### src/rtl/nmea_sentence_checker_top_assert.svh
// Assertion macros for the NMEA sentence checker.
// No dependencies; included by modules that check their own logic.
`ifndef NMEA_SENTENCE_CHECKER_TOP_ASSERT_SVH
`define NMEA_SENTENCE_CHECKER_TOP_ASSERT_SVH
`ifndef SYNTH
`define NSC_ASSERT_SAME(label, clk, rst_n, ante, cons) \
    label: assert property (@(posedge clk) disable iff (!rst_n) (ante) |-> (cons)) \
        else $error("assertion failed");
`define NSC_ASSERT_NEXT(label, clk, rst_n, ante, cons) \
    label: assert property (@(posedge clk) disable iff (!rst_n) (ante) |=> (cons)) \
        else $error("assertion failed");
`else
`define NSC_ASSERT_SAME(label, clk, rst_n, ante, cons)
`define NSC_ASSERT_NEXT(label, clk, rst_n, ante, cons)
`endif
`endif

### src/rtl/nsc_pkg.sv
// Package for the NMEA sentence checker: character codes, types, tag tables.
// No dependencies.
package nsc_pkg;

    localparam logic [7:0] CH_DOLLAR    = 8'h24;
    localparam logic [7:0] CH_STAR      = 8'h2A;
    localparam logic [7:0] CH_COMMA     = 8'h2C;
    localparam logic [7:0] CH_CR        = 8'h0D;
    localparam logic [7:0] CH_LF        = 8'h0A;
    localparam logic [7:0] CH_FIX_A     = 8'h41;
    localparam logic [7:0] CH_DIGIT_0   = 8'd48;
    localparam logic [7:0] CH_DIGIT_9   = 8'd57;
    localparam logic [7:0] CH_HEX_A     = 8'd65;
    localparam logic [7:0] CH_DIGIT_TOP = 8'd70;
    localparam logic [7:0] HEX_A_OFFSET = 8'd55;
    localparam logic [7:0] MAX_LINE_RESET = 8'd82;
    localparam logic [2:0] TAG_LEN      = 3'd5;
    localparam logic [2:0] TAG_POS_MAX  = 3'd7;
    localparam logic [4:0] COUNT_MAX    = 5'd31;

    typedef enum logic [1:0] {
        PH_PAYLOAD = 2'd0,
        PH_DIGITS  = 2'd1,
        PH_TRAILER = 2'd2
    } t_phase;

    typedef enum logic [1:0] {
        KIND_OTHER = 2'd0,
        KIND_RMC   = 2'd1,
        KIND_GGA   = 2'd2
    } t_kind;

    function automatic logic [7:0] tag_rmc_char(input logic [2:0] pos);
        logic [7:0] c;
        case (pos)
            3'd0:    c = 8'h47; // G
            3'd1:    c = 8'h50; // P
            3'd2:    c = 8'h52; // R
            3'd3:    c = 8'h4D; // M
            default: c = 8'h43; // C
        endcase
        return c;
    endfunction

    function automatic logic [7:0] tag_gga_char(input logic [2:0] pos);
        logic [7:0] c;
        case (pos)
            3'd0:    c = 8'h47; // G
            3'd1:    c = 8'h50; // P
            3'd2:    c = 8'h47; // G
            3'd3:    c = 8'h47; // G
            default: c = 8'h41; // A
        endcase
        return c;
    endfunction

endpackage

### src/rtl/nmea_sentence_checker_top.sv
// NMEA sentence checker: checksum, field split, tag and fix decode per byte.
// Depends on nsc_pkg and nmea_sentence_checker_top_assert.svh.
//
//  channel  direction  handshake                 word
//  in       sink       i_in_valid / o_in_stall   i_rx_byte
//  out      source     o_out_valid / i_out_stall data_byte .. fix_active
//  cfg      sink       i_cfg_valid / o_cfg_ready i_cfg_data (max_line_index)
//
// One byte per cycle sustained while i_out_stall is low; each byte passes the input register, then the result register.
// Sentence state updates as the byte moves from the input to the result register.
// Synchronous active-low reset; no clearing pass, ready on the cycle after reset.
// An output stall holds the result; the input register still takes one more byte if it is empty.
// cfg is always ready.
`include "nmea_sentence_checker_top_assert.svh"

module nmea_sentence_checker_top
    import nsc_pkg::*;
(
    input  logic       i_clk,
    input  logic       i_rst_n,
    input  logic       i_in_valid,
    output logic       o_in_stall,
    input  logic [7:0] i_rx_byte,
    output logic       o_out_valid,
    input  logic       i_out_stall,
    output logic [7:0] o_data_byte,
    output logic [4:0] o_field_number,
    output logic       o_is_payload,
    output logic [1:0] o_sentence_kind,
    output logic       o_line_end,
    output logic       o_checksum_ok,
    output logic [4:0] o_empty_count,
    output logic       o_fix_active,
    input  logic       i_cfg_valid,
    output logic       o_cfg_ready,
    input  logic [7:0] i_cfg_data
);

    logic       r_s1_valid;
    logic [7:0] r_s1_byte;
    logic       r_out_valid;
    logic       out_free;
    logic       s1_go;

    logic [7:0] r_max_line;

    t_phase     r_phase, n_phase, u_phase;
    logic [7:0] r_xor, n_xor;
    logic [7:0] r_rsum, n_rsum;
    logic [1:0] r_dcount, n_dcount;
    logic       r_dbad, n_dbad;
    logic [4:0] r_field, n_field;
    logic       r_has_char, n_has_char;
    logic [4:0] r_empty, n_empty;
    logic [7:0] r_line_len, n_line_len;
    logic       r_last_cr, n_last_cr;
    logic [2:0] r_tag_pos, n_tag_pos;
    logic [1:0] r_tag_flags, n_tag_flags;
    t_kind      r_kind, n_kind;
    logic       r_fix, n_fix;

    logic [7:0] u_xor, u_rsum;
    logic [1:0] u_dcount;
    logic       u_dbad;
    logic [4:0] u_field, u_empty;
    logic       u_has_char;
    logic [2:0] u_tag_pos;
    logic [1:0] u_tag_flags;
    t_kind      u_kind;
    logic       u_fix;

    logic [7:0] b;
    logic       ends;
    logic       payload;
    logic       inc_empty;
    logic [3:0] digit_val;
    logic [7:0] rx_sum;
    logic       ok;

    logic [7:0] r_o_data;
    logic [4:0] r_o_field;
    logic       r_o_payload;
    logic [1:0] r_o_kind;
    logic       r_o_end;
    logic       r_o_ok;
    logic [4:0] r_o_empty;
    logic       r_o_fix;

    assign out_free   = !r_out_valid || !i_out_stall;
    assign s1_go      = r_s1_valid && out_free;
    assign o_in_stall = r_s1_valid && !out_free;
    assign o_cfg_ready = 1'b1;

    assign b    = r_s1_byte;
    assign ends = (b == CH_LF && r_last_cr) || (r_line_len >= r_max_line);
    assign inc_empty = (r_field != 5'd0) && !r_has_char && (r_empty != COUNT_MAX);

    // phase next state
    always_comb begin
        u_phase = r_phase;
        if (b == CH_DOLLAR) begin
            u_phase = PH_PAYLOAD;
        end else begin
            unique case (r_phase)
                PH_PAYLOAD: begin
                    if (b == CH_STAR) u_phase = PH_DIGITS;
                end
                PH_DIGITS: begin
                    if (b < CH_DIGIT_0 || b > CH_DIGIT_TOP) u_phase = PH_TRAILER;
                end
                default: u_phase = r_phase;
            endcase
        end
        n_phase = ends ? PH_PAYLOAD : u_phase;
    end

    // sentence datapath
    always_comb begin
        u_xor       = r_xor;
        u_rsum      = r_rsum;
        u_dcount    = r_dcount;
        u_dbad      = r_dbad;
        u_field     = r_field;
        u_has_char  = r_has_char;
        u_empty     = r_empty;
        u_tag_pos   = r_tag_pos;
        u_tag_flags = r_tag_flags;
        u_kind      = r_kind;
        u_fix       = r_fix;
        payload     = 1'b0;
        digit_val   = 4'd0;

        if (b == CH_DOLLAR) begin
            u_xor       = 8'd0;
            u_rsum      = 8'd0;
            u_dcount    = 2'd0;
            u_dbad      = 1'b0;
            u_field     = 5'd0;
            u_has_char  = 1'b0;
            u_empty     = 5'd0;
            u_tag_pos   = 3'd0;
            u_tag_flags = 2'b11;
            u_kind      = KIND_OTHER;
            u_fix       = 1'b0;
        end else begin
            unique case (r_phase)
                PH_PAYLOAD: begin
                    if (b == CH_STAR) begin
                        u_empty  = r_empty + {4'd0, inc_empty};
                        u_rsum   = 8'd0;
                        u_dcount = 2'd0;
                        u_dbad   = 1'b0;
                    end else if (b == CH_COMMA) begin
                        u_empty = r_empty + {4'd0, inc_empty};
                        if (r_field == 5'd0) begin
                            if (r_tag_pos == TAG_LEN && r_tag_flags[0]) begin
                                u_kind = KIND_RMC;
                            end else if (r_tag_pos == TAG_LEN && r_tag_flags[1]) begin
                                u_kind = KIND_GGA;
                            end else begin
                                u_kind = KIND_OTHER;
                            end
                        end
                        if (r_field != COUNT_MAX) u_field = r_field + 5'd1;
                        u_has_char = 1'b0;
                        u_xor      = r_xor ^ b;
                    end else if (b != CH_CR && b != CH_LF) begin
                        payload = 1'b1;
                        u_xor   = r_xor ^ b;
                        if (r_field == 5'd0) begin
                            if (r_tag_pos < TAG_LEN) begin
                                u_tag_flags[0] = r_tag_flags[0] && (b == tag_rmc_char(r_tag_pos));
                                u_tag_flags[1] = r_tag_flags[1] && (b == tag_gga_char(r_tag_pos));
                            end else begin
                                u_tag_flags = 2'b00;
                            end
                            if (r_tag_pos < TAG_POS_MAX) u_tag_pos = r_tag_pos + 3'd1;
                        end
                        if (r_kind == KIND_RMC && r_field == 5'd2 && !r_has_char
                            && b == CH_FIX_A) begin
                            u_fix = 1'b1;
                        end
                        u_has_char = 1'b1;
                    end
                end
                PH_DIGITS: begin
                    if (b >= CH_DIGIT_0 && b <= CH_DIGIT_TOP) begin
                        if (b <= CH_DIGIT_9) begin
                            digit_val = 4'(b - CH_DIGIT_0);
                        end else if (b >= CH_HEX_A) begin
                            digit_val = 4'(b - HEX_A_OFFSET);
                        end else begin
                            u_dbad = 1'b1;
                        end
                        if (r_dcount < 2'd2) u_rsum = {r_rsum[3:0], digit_val};
                        if (r_dcount != 2'd3) u_dcount = r_dcount + 2'd1;
                    end
                end
                default: ;
            endcase
        end

        rx_sum = (u_dcount != 2'd0 && u_dcount != 2'd3 && !u_dbad) ? u_rsum : 8'd0;
        ok     = (u_phase != PH_PAYLOAD) && (rx_sum == u_xor);

        if (ends) begin
            n_xor       = 8'd0;
            n_rsum      = 8'd0;
            n_dcount    = 2'd0;
            n_dbad      = 1'b0;
            n_field     = 5'd0;
            n_has_char  = 1'b0;
            n_empty     = 5'd0;
            n_tag_pos   = 3'd0;
            n_tag_flags = 2'b11;
            n_kind      = KIND_OTHER;
            n_fix       = 1'b0;
            n_line_len  = 8'd0;
            n_last_cr   = 1'b0;
        end else begin
            n_xor       = u_xor;
            n_rsum      = u_rsum;
            n_dcount    = u_dcount;
            n_dbad      = u_dbad;
            n_field     = u_field;
            n_has_char  = u_has_char;
            n_empty     = u_empty;
            n_tag_pos   = u_tag_pos;
            n_tag_flags = u_tag_flags;
            n_kind      = u_kind;
            n_fix       = u_fix;
            n_line_len  = (r_line_len != 8'hFF) ? r_line_len + 8'd1 : r_line_len;
            n_last_cr   = (b == CH_CR);
        end
    end

    always_ff @(posedge i_clk) begin
        if (!i_rst_n) begin
            r_s1_valid  <= 1'b0;
            r_out_valid <= 1'b0;
            r_max_line  <= MAX_LINE_RESET;
            r_phase     <= PH_PAYLOAD;
            r_xor       <= 8'd0;
            r_rsum      <= 8'd0;
            r_dcount    <= 2'd0;
            r_dbad      <= 1'b0;
            r_field     <= 5'd0;
            r_has_char  <= 1'b0;
            r_empty     <= 5'd0;
            r_line_len  <= 8'd0;
            r_last_cr   <= 1'b0;
            r_tag_pos   <= 3'd0;
            r_tag_flags <= 2'b11;
            r_kind      <= KIND_OTHER;
            r_fix       <= 1'b0;
        end else begin
            if (i_cfg_valid) r_max_line <= i_cfg_data;
            if (!o_in_stall) r_s1_valid <= i_in_valid;
            if (out_free) r_out_valid <= r_s1_valid;
            if (s1_go) begin
                r_phase     <= n_phase;
                r_xor       <= n_xor;
                r_rsum      <= n_rsum;
                r_dcount    <= n_dcount;
                r_dbad      <= n_dbad;
                r_field     <= n_field;
                r_has_char  <= n_has_char;
                r_empty     <= n_empty;
                r_line_len  <= n_line_len;
                r_last_cr   <= n_last_cr;
                r_tag_pos   <= n_tag_pos;
                r_tag_flags <= n_tag_flags;
                r_kind      <= n_kind;
                r_fix       <= n_fix;
            end
        end
    end

    always_ff @(posedge i_clk) begin
        if (!o_in_stall && i_in_valid) r_s1_byte <= i_rx_byte;
        if (s1_go) begin
            r_o_data    <= b;
            r_o_field   <= r_field;
            r_o_payload <= payload;
            r_o_kind    <= u_kind;
            r_o_end     <= ends;
            r_o_ok      <= ends && ok;
            r_o_empty   <= ends ? u_empty : 5'd0;
            r_o_fix     <= ends && u_fix && (u_kind == KIND_RMC);
        end
    end

    assign o_out_valid     = r_out_valid;
    assign o_data_byte     = r_o_data;
    assign o_field_number  = r_o_field;
    assign o_is_payload    = r_o_payload;
    assign o_sentence_kind = r_o_kind;
    assign o_line_end      = r_o_end;
    assign o_checksum_ok   = r_o_ok;
    assign o_empty_count   = r_o_empty;
    assign o_fix_active    = r_o_fix;

    `NSC_ASSERT_SAME(a_verdict_only_at_end, i_clk, i_rst_n, o_out_valid && !o_line_end, !o_checksum_ok && o_empty_count == 5'd0 && !o_fix_active)
    `NSC_ASSERT_SAME(a_fix_needs_rmc, i_clk, i_rst_n, o_out_valid && o_fix_active, o_sentence_kind == KIND_RMC)
    `NSC_ASSERT_NEXT(a_end_clears_length, i_clk, i_rst_n, s1_go && ends, r_line_len == 8'd0 && r_field == 5'd0)
    `NSC_ASSERT_SAME(a_empty_needs_field, i_clk, i_rst_n, r_empty != 5'd0, r_field != 5'd0)

endmodule

### config.mk
export PLATFORM = sky130hd
export DESIGN_NAME = nmea_sentence_checker_top
export DESIGN_NICKNAME = d
export VERILOG_FILES = /design/src/rtl/nsc_pkg.sv /design/src/rtl/nmea_sentence_checker_top.sv
export VERILOG_INCLUDE_DIRS = /design/src /design/src/rtl
export SDC_FILE = /design/constraint.sdc
export NUM_CORES = 1
export LEC_CHECK = 0
export BUFFER_PORTS_ARGS = -buffer_cell sky130_fd_sc_hd__buf_2
export CORE_AREA = 2 2 98 100
export CTS_BUF_LIST = sky130_fd_sc_hd__clkbuf_8
export CTS_CLUSTER_SIZE = 30
export DETAILED_ROUTE_END_ITERATION = 10
export DIE_AREA = 0 0 100 102
export GPL_TIMING_DRIVEN = 0
export PLACE_DENSITY_LB_ADDON = 0.1
export SYNTH_ARGS = -nofsm -noshare
export SYNTH_HDL_FRONTEND = slang
export SYNTH_SLANG_ARGS = --single-unit
### constraint.sdc
create_clock -name i_clk -period 2.6 [get_ports i_clk]
set_input_delay 0 -clock i_clk [delete_from_list [all_inputs] [get_ports i_clk]]
set_output_delay 0 -clock i_clk [all_outputs]
set_load 0.01 [all_outputs]
# Word-level counts from Yosys, hierarchy flattened
# Index checks and enable logic that the tools add are counted.
[word_totals]
input_bits = 21
word_cells = 223
output_inout_bits = 27
memories = 0
ramBits = 0
latch_bits = 0
reg_bits = 91
mem_bits_ro = 0
[op_classes]
div = 0
addsub = 7
bitwise = 2
n_lt_le_gt_ge = 10
shifts = 0
n_eq_ne = 26
n_reduce_logical = 51
muxes = 101
mul = 0
[op_table]
columns = ["operator", "count"]
rows = [
  ["$mux 8", 28],
  ["$mux 5", 11],
  ["$mux 2", 25],
  ["$eq 8x6->1 const B", 3],
  ["$eq 8x8->1", 3],
  ["$mux 3", 8],
  ["$logic_and 1x1->1", 21],
  ["$mux 1", 21],
  ["$pmux 5 s4", 1],
  ["$reduce_bool 3->1", 6],
  ["$eq 8x4->1 const B", 2],
  ["$ne 8x4->1 const B", 2],
  ["$pmux 8 s2", 1],
  ["$ne 5x5->1 const B", 2],
  ["$pmux 5 s2", 1],
  ["$add 8x1->8 const B", 1],
  ["$eq 8x7->1 const B", 1],
  ["$ge 8x6->1 const B", 1],
  ["$ge 8x7->1 const B", 1],
  ["$ge 8x8->1", 1],
  ["$gt 8x7->1 const B", 1],
  ["$le 8x6->1 const B", 1],
  ["$le 8x7->1 const B", 1],
  ["$lt 8x6->1 const B", 1],
  ["36 further kinds", 53],
]

# Depth between registers and ports, before layout
[logic_depth]
depth_word = 20
depth_mapped = 14
depth_no_buf = 11

# Worst setup path after synthesis
# Ideal clock, no wire load.
[synth_timing]
path_type = "flip-flop to flip-flop"
start = "register r_s1_byte[0], in the netlist b[0]"
end = "register r_o_ok, in the netlist o_checksum_ok, data pin"
required_ns = 2.430
path_buffers = 1
synth_period_minus_slack_ns = 2.716
slack_ns = -0.116
t_arrival_ns = 2.546
setup_ns = 0.170
stages_incl_launch_ff = 10
path_cell_list = "edfxtp_1 buf_6 and3_4 o41ai_4 a21oi_2 a311o_1 a211oi_4 a21oi_2 a2111o_1 nor4_2"
[synth_via]
elab_chain_len = 12
elab_cells_between_ends = 56
classes_between = "add/sub: 2; order compare: 6; eq/ne: 8; mux: 27; bitwise: 1; reduce/logical: 12"
[synth_rtl]
columns = ["element", "line", "rtl"]
rows = [
  ["start: declaration", "nmea_sentence_checker_top.sv:40", "logic [7:0] r_s1_byte;"],
  ["start signal: assignment", "nmea_sentence_checker_top.sv:280", "if (!o_in_stall && i_in_valid) r_s1_byte <= i_rx_byte;"],
  ["$ge 8x6->1 (tied with other cells)", "nmea_sentence_checker_top.sv:187", "if (b >= CH_DIGIT_0 && b <= CH_DIGIT_TOP) begin"],
  ["$logic_and 1x1->1 / $mux 1 (equally long branches)", "nmea_sentence_checker_top.sv:187, nmea_sentence_checker_top.sv:190", ""],
  ["$mux 2 / $mux 1 (equally long branches)", "nmea_sentence_checker_top.sv:187, nmea_sentence_checker_top.sv:188", ""],
  ["$pmux 2 s2 / $mux 1 (equally long branches)", "nmea_sentence_checker_top.sv:146, nmea_sentence_checker_top.sv:187", ""],
  ["$mux 2 / $pmux 1 s2 (equally long branches)", "nmea_sentence_checker_top.sv:133, nmea_sentence_checker_top.sv:146", ""],
  ["$ne 2x2->1 (tied with other cells)", "nmea_sentence_checker_top.sv:203", "rx_sum = (u_dcount != 2'd0 && u_dcount != 2'd3 && !u_dbad) ? u_rsum : 8'd0;"],
  ["$logic_and 1x1->1 / $logic_not 1->1 (equally long branches)", "nmea_sentence_checker_top.sv:203", ""],
  ["$logic_and 1x1->1", "nmea_sentence_checker_top.sv:203", ""],
  ["$mux 8", "nmea_sentence_checker_top.sv:203", ""],
  ["$eq 8x8->1", "nmea_sentence_checker_top.sv:204", "ok = (u_phase != PH_PAYLOAD) && (rx_sum == u_xor);"],
  ["$logic_and 1x1->1", "nmea_sentence_checker_top.sv:204", ""],
  ["$logic_and 1x1->1 (*)", "nmea_sentence_checker_top.sv:287", "r_o_ok <= ends && ok;"],
  ["end signal: assignment", "nmea_sentence_checker_top.sv:287", ""],
  ["end: declaration", "nmea_sentence_checker_top.sv:85", "logic r_o_ok;"],
]
# Mark *: on every way between the ends. The rest lies on a longest branch, timed or not.
# A chain may end at the register's enable or synchronous reset.

# Final worst setup path
[layout_timing]
start = "register r_s1_byte[7], in the netlist b[7]"
end = "register r_o_ok, in the netlist o_checksum_ok, data pin"
# The elaborated chain is that of the path after synthesis.

==> reports/metrics.cfg <==
[run_status]
outcome = finished with violations
failed_checks = negative setup slack

[power_and_ir_drop]
p_per_area_nw_per_um2 = 444.4
vdd_ir_drop_max_mv = 0.2953
netSwitchingFraction_pct = 27.05
net-switching-power_mw = 0.7992
share_seq_of_total_power_pct = 52.3
cell_internal_pwr_mw = 2.155
power.leakage_nw = 2.659
power_frac_clock_pct = 33.1
share_comb_of_total_power_pct = 14.5

[detailed_routing]
ant_nets = 0
1st_iter_drt_viols = 349
drt-pass1-iter-count = 5
via_count = 4706
remaining_drc_errors = 0
wirelength_per_cell_microns = 17.62
detailed_route_wire_length_microns = 14010
drt-vias-per-instance = 5.919

[final_layout]
utilization_pct = 72.98
final_cell_mix = sky130_fd_sc_hd__dfxtp_1 (58), sky130_fd_sc_hd__buf_4 (52), sky130_fd_sc_hd__buf_2 (47)
final_common_cell = sky130_fd_sc_hd__dfxtp_1
drive_gt1_share_pct = 28.95
layout.cells.non_filler = 795
layout.filler_cells = 668
finalNetCount = 725
layout-area-overhead-vs-synth_pct = 32.73
antenna-diode-count = 0

[timing]
rsz0062_at_grt = yes
final_period_minus_worst_setup_slack_ns = 2.851
hold_slack_ns = 0.08977
maxClockFrequency_ghz = 0.3508
finalSetupViolations = 9
setup_ws_ns = -0.2506
worst_clock_skew_on_the_final_layout_ns = 0.01764
max_slew.worst_pin.slew_ns = 0.7569
slew_violations = 0
timing.slew.headroom_pct = 49.44
report.final.hold_viol_count = 0
tcrit_tclk_final_pct = 109.6
setup-tns-final_ns = -0.8979

[floorplan]
floorplan.die.width_microns = 100
die_height_microns = 102
initial_utilization_pct = 54.99
die-area_sq_um = 10200
rows = 35
floorplan.io_pins = 48
core_region_area_sq_um = 9109

[global_routing]
grt.total_usage_pct = 26.63
gr-max-usage-layer = met2
grt.overflow.total = 0
globalRouteMet2Util_pct = 43.40
grt_pass1_vias = 4296
grt_start_max_net_pins = 34
grtUsageMet3_pct = 5.062
grt_antenna_before_repair = 0
global_route_wire_length_before_repair_microns = 21110
grt_util_met1_pct = 34.83

[synth]
ffs_w_async_s_r_synth_pct = 0
synthTopCellsByArea = sky130_fd_sc_hd__dfxtp_1 (24%), sky130_fd_sc_hd__edfxtp_1 (19%), sky130_fd_sc_hd__ha_1 (6.2%)
synth_sequential_area_ratio_pct = 42.77
synthCells = 546
synth_top_area_cell = sky130_fd_sc_hd__dfxtp_1
synth_edf_count = 32
ys_ff_latch = 91
synth.top_cell.area_share_pct = 23.58
dominantRegCellSynth = sky130_fd_sc_hd__dfxtp_1
avg_synthesized_cell_area_sq_um = 9.173
synth_cell_area_sq_um = 5009
yosys.cell_types.count = 69
yosysWarningCount = 0
postSynthNetCount = 592

[clock_network]
cts_tree = built
ctsRootBufferMaster = sky130_fd_sc_hd__clkbuf_8
clkLatencyLatePin_ns = 0.37
tritoncts.num_buffers = 9
ctsHtreeMaxLevel = 3
cts_num_sinks = 91
max-clock-path-buffers = 2
cts.reportedPaths.clkPinSlew_ns = 0.09

[placed_design]
detailedPlacementHpwl_microns = 9076
dp_cell_count = 702
dp_worst_setup_slack_ns = -0.6532
globalplace.congestion = 0.9072
portBuffers = 45

[min_path]
worst_hold_path_type = input port to register

[critical_path]
timing.setup.critical_path_class = register to register
crit_path_end_kind = register
cp_max_fo = 5
critPathRequiredTime_ns = 2.79
worstSetupStartpointType = register
critPathArrivalTime_ns = 3.04

[run]
cap_violations = 0

## metrics by stage
step	power, mW	cell area [sq um]
detailed placement	1.897	5405
floorplan	1.795	5040
global route	3.051	6648
global placement	1.890	5404
CTS	2.896	6127
finish	2.954	6648
## critical path: stages, from the launching register on
cell,delay (ns)
sky130_fd_sc_hd__edfxtp_1,0.43
sky130_fd_sc_hd__or4b_1,0.55
sky130_fd_sc_hd__buf_6,0.16
sky130_fd_sc_hd__o211ai_1,0.29
sky130_fd_sc_hd__xor2_1,0.15
sky130_fd_sc_hd__nor2_1,0.21
sky130_fd_sc_hd__nor3_1,0.12
sky130_fd_sc_hd__a2111oi_4,0.32
sky130_fd_sc_hd__a41oi_2,0.17
sky130_fd_sc_hd__nor4_2,0.27
## power by group through the flow
stage	clock network (mW)	logic [mW]	registers, mW
3_3_place_gp	0	0.310	1.58
2_1_floorplan	0	0.212	1.58
4_1_cts	0.978	0.372	1.55
6_report	0.979	0.429	1.55
5_1_grt	1.04	0.464	1.55
3_5_place_dp	0	0.316	1.58
## layer usage
metal | share of wire [%] | vias to the layer above | routed length [microns]
met4 | 3.5 | 0 | 491
met2 | 47 | 185 | 6617
met5 | 0 | - | 0
li1 | - | 2231 | -
met1 | 43 | 2238 | 6041
met3 | 6.1 | 52 | 856
## sequential cells by signal, summed over array words and instances (netlist names), 2 cells and up
name / count
r_max_line: 8
r_tag_pos: 3
r_line_len: 8
r_field: 5
r_rsum: 8
b: 8
o_data_byte: 8
r_tag_flags: 2
r_xor: 8
r_empty: 5
r_kind: 2
o_field_number: 5
r_phase: 2
o_sentence_kind: 2
r_dcount: 2
o_empty_count: 5
## repair_timing
item	CTS	global route
cloned	0	1
setup endpoints to repair	53	40
hold endpoints to repair	18	0
buffers inserted	24	34
pin swaps	6	36
hold buffers	19	0
gates resized for setup	36	58
## cell type report
type | instances | area, sq um | area share [%]
flip-flops and latches | 91 | 2143 | 32.24
clock inverters | 7 | 68.82 | 1.035
well taps | 111 | 138.9 | 2.089
plain buffers | 26 | 185.2 | 2.786
inverters | 20 | 83.83 | 1.261
multi-input cells | 409 | 3005 | 45.21
repair buffers | 122 | 898.4 | 13.51
clock buffers | 9 | 123.9 | 1.863
## cell usage after synthesis, drive strengths merged (3+ instances only)
| master | instances |
|---|---|
| a211oi | 4 |
| a21boi | 10 |
| a21o | 4 |
| a21oi | 35 |
| a22oi | 9 |
| a31oi | 3 |
| a32oi | 5 |
| and2 | 4 |
| and3 | 7 |
| buf | 10 |
| clkbuf | 17 |
| dfxtp | 59 |
| edfxtp | 32 |
| ha | 25 |
| inv | 20 |
| mux2 | 4 |
| mux2i | 10 |
| nand2 | 53 |
| nand2b | 4 |
| nand3 | 18 |
| nand4 | 8 |
| nor2 | 43 |
| nor2b | 36 |
| nor3 | 25 |
| nor4 | 6 |
| nor4b | 3 |
| o211ai | 5 |
| o21a | 6 |
| o21ai | 21 |
| o41ai | 3 |
| or3 | 4 |
| xnor2 | 8 |
| xor2 | 13 |
## path summary, 6_finish.rpt
path,startpoint,slack [ns],to,cells after the start
setup reg to reg,b[7],-0.25,o_checksum_ok,9
setup / recovery,b[7],-0.25,o_checksum_ok,9
hold reg to reg,r_rsum[7],0.48,r_rsum[7],2
hold / removal,i_rst_n,0.09,r_line_len[0],2
## cell families (layout without fill, tap and decap cells)
logic type / Yosys count / in the layout / synth area share [%]
and+or+nand+nor: 224 / 224 / 23.18
muxes: 14 / 14 / 2.898
buffers and inverters: 47 / 184 / 4.172
AOI/OAI and AO/OA: 123 / 124 / 16.99
DFF: 91 / 91 / 42.77
other: 1 / 1 / 0.07487
adders and majority gates: 25 / 25 / 6.245
xor gates and xnor gates: 21 / 21 / 3.672
(Power assumes the default switching activity.)
